### src/hdl/pidpi_pkg.sv
// ----------------------------------------------------------------------------
// pidpi_pkg: shared types, codes and arithmetic helpers
// Configuration, controller state and result records, register and mode
// codes, and the saturating fixed-point helpers used by the control law.
// ----------------------------------------------------------------------------
package pidpi_pkg;

  // Controller modes
  localparam logic [1:0] MODE_PD  = 2'd0;
  localparam logic [1:0] MODE_PID = 2'd1;
  localparam logic [1:0] MODE_INC = 2'd2;

  // Configuration register indexes
  localparam logic [2:0] REG_MODE     = 3'd0;
  localparam logic [2:0] REG_KP       = 3'd1;
  localparam logic [2:0] REG_KI       = 3'd2;
  localparam logic [2:0] REG_KD       = 3'd3;
  localparam logic [2:0] REG_OUT_MAX  = 3'd4;
  localparam logic [2:0] REG_OUT_MIN  = 3'd5;
  localparam logic [2:0] REG_INT_LIM  = 3'd6;
  localparam logic [2:0] REG_DEADBAND = 3'd7;

  localparam logic signed [65:0] SAT_HI = 66'sd2147483647;
  localparam logic signed [65:0] SAT_LO = -66'sd2147483648;

  typedef struct packed {
    logic [1:0]         mode;
    logic [31:0]        kp;
    logic [31:0]        ki;
    logic [31:0]        kd;
    logic signed [31:0] out_max;
    logic signed [31:0] out_min;
    logic [30:0]        integral_limit;
    logic [30:0]        deadband;
  } cfg_t;

  typedef struct packed {
    logic signed [31:0] latest_error;
    logic signed [31:0] prior_error;
    logic signed [31:0] integral_sum;
    logic signed [31:0] output_level;
  } state_t;

  typedef struct packed {
    logic signed [31:0] drive;
    logic               limited;
    logic               held;
  } result_t;

  // Saturate a wide signed value to 32 bits
  function automatic logic signed [31:0] sat32(input logic signed [65:0] v);
    if (v > SAT_HI) begin
      return 32'sh7FFF_FFFF;
    end else if (v < SAT_LO) begin
      return 32'sh8000_0000;
    end
    return $signed(v[31:0]);
  endfunction

  // Saturating 32-bit add
  function automatic logic signed [31:0] add32(input logic signed [31:0] a,
                                               input logic signed [31:0] b);
    return sat32(66'(a) + 66'(b));
  endfunction

  // Unsigned fixed-point gain times signed value, floored, saturated
  function automatic logic signed [31:0] gmul(input logic [31:0] gain,
                                              input logic signed [31:0] x,
                                              input int unsigned frac);
    logic signed [65:0] p;
    p = $signed({34'd0, gain}) * $signed({{34{x[31]}}, x});
    return sat32(p >>> frac);
  endfunction

endpackage

### src/hdl/pidpi_cfg.sv
// ----------------------------------------------------------------------------
// pidpi_cfg: configuration register file
// Holds mode, gains, output limits, integral limit and deadband; one write
// transaction updates one register. Reset values scale with FRAC_BITS.
// ----------------------------------------------------------------------------
module pidpi_cfg #(
  parameter int FRAC_BITS = 16
) (
  input  logic             clk,
  input  logic             rst,
  input  logic             cfg_valid,
  output logic             cfg_ready,
  input  logic [2:0]       cfg_index,
  input  logic [31:0]      cfg_data,
  output pidpi_pkg::cfg_t  cfg
);

  localparam longint One     = longint'(1) << FRAC_BITS;
  localparam longint KpRaw   = 20 * One;
  localparam longint KdRaw   = 10 * One;
  localparam longint MaxRaw  = 10 * One;
  localparam longint MinRaw  = -150 * One;
  localparam longint LimRaw  = 100 * One;
  localparam longint KpSat   = (KpRaw > 64'sd4294967295) ? 64'sd4294967295 : KpRaw;
  localparam longint KdSat   = (KdRaw > 64'sd4294967295) ? 64'sd4294967295 : KdRaw;
  localparam longint MaxSat  = (MaxRaw > 64'sd2147483647) ? 64'sd2147483647 : MaxRaw;
  localparam longint MinSat  = (MinRaw < -64'sd2147483648) ? -64'sd2147483648 : MinRaw;
  localparam longint LimSat  = (LimRaw > 64'sd2147483647) ? 64'sd2147483647 : LimRaw;
  localparam longint KiRaw   = (One + 5) / 10;

  localparam logic [31:0]        KP_RST  = 32'(KpSat);
  localparam logic [31:0]        KI_RST  = 32'(KiRaw);
  localparam logic [31:0]        KD_RST  = 32'(KdSat);
  localparam logic signed [31:0] MAX_RST = 32'(MaxSat);
  localparam logic signed [31:0] MIN_RST = 32'(MinSat);
  localparam logic [30:0]        LIM_RST = 31'(LimSat);
  localparam logic [30:0]        DB_RST  = 31'(One);

  assign cfg_ready = 1'b1;

  // Load reset values, then take one register per write transaction
  always_ff @(posedge clk) begin
    if (rst) begin
      cfg.mode           <= pidpi_pkg::MODE_INC;
      cfg.kp             <= KP_RST;
      cfg.ki             <= KI_RST;
      cfg.kd             <= KD_RST;
      cfg.out_max        <= MAX_RST;
      cfg.out_min        <= MIN_RST;
      cfg.integral_limit <= LIM_RST;
      cfg.deadband       <= DB_RST;
    end else if (cfg_valid) begin
      unique case (cfg_index)
        pidpi_pkg::REG_MODE:     cfg.mode           <= cfg_data[1:0];
        pidpi_pkg::REG_KP:       cfg.kp             <= cfg_data;
        pidpi_pkg::REG_KI:       cfg.ki             <= cfg_data;
        pidpi_pkg::REG_KD:       cfg.kd             <= cfg_data;
        pidpi_pkg::REG_OUT_MAX:  cfg.out_max        <= $signed(cfg_data);
        pidpi_pkg::REG_OUT_MIN:  cfg.out_min        <= $signed(cfg_data);
        pidpi_pkg::REG_INT_LIM:  cfg.integral_limit <= cfg_data[30:0];
        pidpi_pkg::REG_DEADBAND: cfg.deadband       <= cfg_data[30:0];
        default: begin
        end
      endcase
    end
  end

endmodule

### config.mk
export PLATFORM = sky130hd
export DESIGN_NAME = pidpi_cfg
export DESIGN_NICKNAME = d
export VERILOG_FILES = /design/src/hdl/pidpi_pkg.sv /design/src/hdl/pidpi_cfg.sv
export SDC_FILE = /design/constraint.sdc
export NUM_CORES = 1
export LEC_CHECK = 0
export BUFFER_PORTS_ARGS = -buffer_cell sky130_fd_sc_hd__buf_2
export CORE_ASPECT_RATIO = 1.25
export CORE_MARGIN = 5
export CORE_UTILIZATION = 35
export CTS_BUF_LIST = sky130_fd_sc_hd__clkbuf_16
export DETAILED_ROUTE_END_ITERATION = 16
export PLACE_DENSITY = 0.65
export SLEW_MARGIN = 0
export SYNTH_ARGS = -nofsm -noshare
export SYNTH_HDL_FRONTEND = slang
export SYNTH_SLANG_ARGS = --single-unit
### constraint.sdc
create_clock -name clk -period 1.6 [get_ports clk]
set_clock_uncertainty 0.05 [all_clocks]
set_input_delay 0.08 -clock clk [delete_from_list [all_inputs] [get_ports clk]]
set_output_delay 0.08 -clock clk [all_outputs]
set_load 0.05 [all_outputs]
==> key figures <==
CTS
  – CTS max path bufs: 3
  – CTS tree: yes
  – Worst-Skew Late Latency: 0.51 ns
  – CTS root buf: clkbuf_16
  – Worst-path clk slew: 0.07 ns
  – Htree depth: 1
  – Cts bufs inserted: 24
  – CTS sink cnt: 224

Final layout
  – Ant diodes: 0
  – NumNets Final: 1116
  – Max reg flops: 224
  – Biggest register: cfg
  – Layout cell share with drive strength beyond 1: 0.298
  – Biggest regs: cfg: 224 flops
  – Final Cell Area: 11800 µm²
  – Area Overhead vs Synth: 33.4%

Routing
  – Vias per std cell: 4.59
  – Drt pass-1 iters: 6
  – Routed len/inst: 17.6 µm
  – DR vias: 6561
  – Final ANT Viol Nets: 0
  – DRT iter0 DRCs: 244
  – Routed wire length: 25100 µm
  – Drt drc: 0

STA
  – Tmin final: 1.51 ns
  – Max Transition Viols Final: 0
  – Hold Slack: -0.00398 ns
  – Fin Setup TNS: 0 ns
  – Final hold violations: 3
  – Final setup fails: 0
  – Max Fclk: 663 MHz
  – Period utilisation layout: 0.942
  – RSZ-0062 raised after global routing: false

Yosys
  – Post-synth net total: 837
  – Synth unique cells: 17
  – Simple-gate area share of the yosys netlist: 0.198
  – Compound-Gate Fraction of Synth Area: 0
  – Post-synth top area share: 0.509
  – Synth area leaders: dfxtp_1, mux2i_1, nand2b_1
  – Number of synthesis warnings: 0
  – Mapped Cells: 799
  – Synth area leader: dfxtp_1
  – Post-Synth XOR/XNOR Area: 0
  – Mux cell area share after synthesis: 0.254
  – Syn Area/Cell: 11.0 µm²
  – Post-synthesis sequential area ratio: 0.509
  – Most common cell in the netlist: nand2b_1
  – Largest family of logic cells by synthesized area: multiplexers
  – Ys async rst share: 0
  – EDFF count, synth: 0
  – Ys flop type: dfxtp_1
  – Top post-synthesis cells by count: nand2b_1, dfxtp_1, mux2i_1
  – Mapped Area: 8820 µm²
  – Adder-Cell Fraction of Synth Area: 0
  – Synthesized flop and latch total: 224

Floorplan
  – Die H: 187 µm
  – I/O pins: 263
  – Die width: 152 µm
  – # rows: 65
  – Initial core utilization: 0.352
  – Core area: 25000 µm²
  – Die footprint: 28500 µm²

GRT
  – Met3 usage: 0.0419
  – Met2 Use GR: 0.292
  – GRT met1 Usage: 0.211
  – Total grt overflow: 0
  – Most used routing layer: met2
  – Largest net degree at the start of global routing: 67
  – Initial antenna violation count: 0
  – First-pass GRT wire length: 39700 µm
  – Tot GR Track Use: 0.170
  – Number of global-route vias before repair: 6813

Run
  – Total of max-cap violations: 0

Critical path
  – WP data required: 2.01 ns
  – CP arrival: 1.91 ns
  – Max incr delay on CP: 0.55 ns
  – Crit path cell chain: dlygate4sd3_1 > buf_2 > nor4b_4 > mux2i_1 > dlygate4sd3_1
  – Type of origin of the critical path: primary input
  – Largest delay share family, worst path: buffers and inverters
  – WS Path Type: primary input to flop
  – Most used cell, CP: dlygate4sd3_1
  – Worst-path maximum fanout: 11
  – Buf/Inv on CP: 3
  – Crit. End Element: flop
  – Slowest-stage cell, CP: dlygate4sd3_1

Placement
  – Post-DP Area: 10500 µm²
  – RePlAce Congestion: 0.773
  – HPWL after detailed placement: 17200 µm
  – # port buffers: 261

Power and ir drop
  – Pwr per Cell Area: 1150 nW/µm²
  – Power, Total: 13.5 mW
  – VDD IR-drop max: 0.789 mV
  – Leakage: 6.04 nW

Min path
  – Worst min-delay path class: primary input to flop

Status
  – Outcome: finished with violations
  – Violated checks: negative hold slack
-- tightest hold or removal path, stage by stage --
cell and delay [ns]:
buf_2 0.07, nand2b_1 0.18, mux2i_1 0.17
-- placed cells by master, fill, tap and decap left out --
| cell | Yosys | final |
|---|---|---|
| buf_6 | 7 | 1 |
| clkinv_1 | 0 | 5 |
| clkinv_2 | 0 | 2 |
| dfxtp_1 | 224 | 224 |
| nand4b_1 | 1 | 1 |
| bufinv_16 | 0 | 8 |
| buf_12 | 0 | 11 |
| dlygate4sd3_1 | 0 | 30 |
| inv_1 | 0 | 2 |
| inv_8 | 0 | 1 |
| nand4_1 | 1 | 1 |
| nand4bb_4 | 0 | 1 |
| nand2b_1 | 226 | 226 |
| nor2_1 | 52 | 52 |
| nand4b_2 | 1 | 1 |
| and4b_1 | 1 | 1 |
| nor4b_4 | 0 | 1 |
| clkbuf_16 | 0 | 25 |
| buf_2 | 19 | 260 |
| conb_1 | 1 | 1 |
| mux2i_1 | 224 | 224 |
| nand4b_4 | 1 | 1 |
| and4bb_2 | 0 | 2 |
| buf_4 | 9 | 12 |
| nand4bb_1 | 3 | 2 |
-- cells by family after synthesis --
group | count (synthesis)
other cells | 1
simple gates | 289
flops | 224
buf+inv | 61
mux | 224
-- metrics by stage --
step / utilization / setup WS [ns] / std cells / hold slack (ns)
final: 0.469 / 0.0922 / 1430 / -0.00398
after global routing: 0.469 / 0.0265 / 1430 / 0.0284
after CTS: 0.469 / 0.0275 / 1429 / 0.0000837
after detailed placement: 0.420 / 0.337 / 1356 / 0.315
after global placement: 0.420 / 0.370 / 1356 / 0.297
after floorplan: - / 0.508 / 799 / 0.191
-- power breakdown --
part           internal [mW]  total [mW]  switching [mW]  leakage, nW
clock network           4.11        6.40            2.28        0.454
logic                  0.436        1.31           0.877         3.78
registers               5.70        5.77          0.0651         1.81
total                   10.3        13.5            3.23         6.04
-- worst paths after layout --
kind | end | cells past startpoint | slack (ns) | startpoint
worst max-delay path | cfg[223] | 5 | 0.09 | cfg_index[2]
worst min-delay path | cfg[15] | 3 | -0.004 | cfg_data[15]
worst max register to register | cfg[223] | 3 | 0.39 | cfg[223]
worst min register to register | cfg[177] | 2 | 0.42 | cfg[177]
-- per-layer routing --
metal  vias up  part of all wire  routed length, µm
met4         0             0.022                552
met5         -                 0                  0
met1      3111              0.43              10700
li1       3190                 -                  -
met2       220              0.49              12300
met3        40             0.063               1590
-- what timing repair did --
| item | in CTS | in global routing |
|---|---|---|
| endpoints found under the setup margin | 0 | 1 |
| hold buffers | 30 | 0 |
| resized for setup | 0 | 1 |
| hold endpoints to repair | 108 | 0 |
| setup buffers | 0 | 1 |
-- cell type report --
cell class                 instances  area (µm²)
timing repair buffer             314        1920
tap                              335         419
clock inverter                    18         288
multi-input combinational        514        4020
clock buffer                      25         626
fill                            2383       13300
sequential                       224        4480
Note: power is estimated with default switching activity, not from simulation.
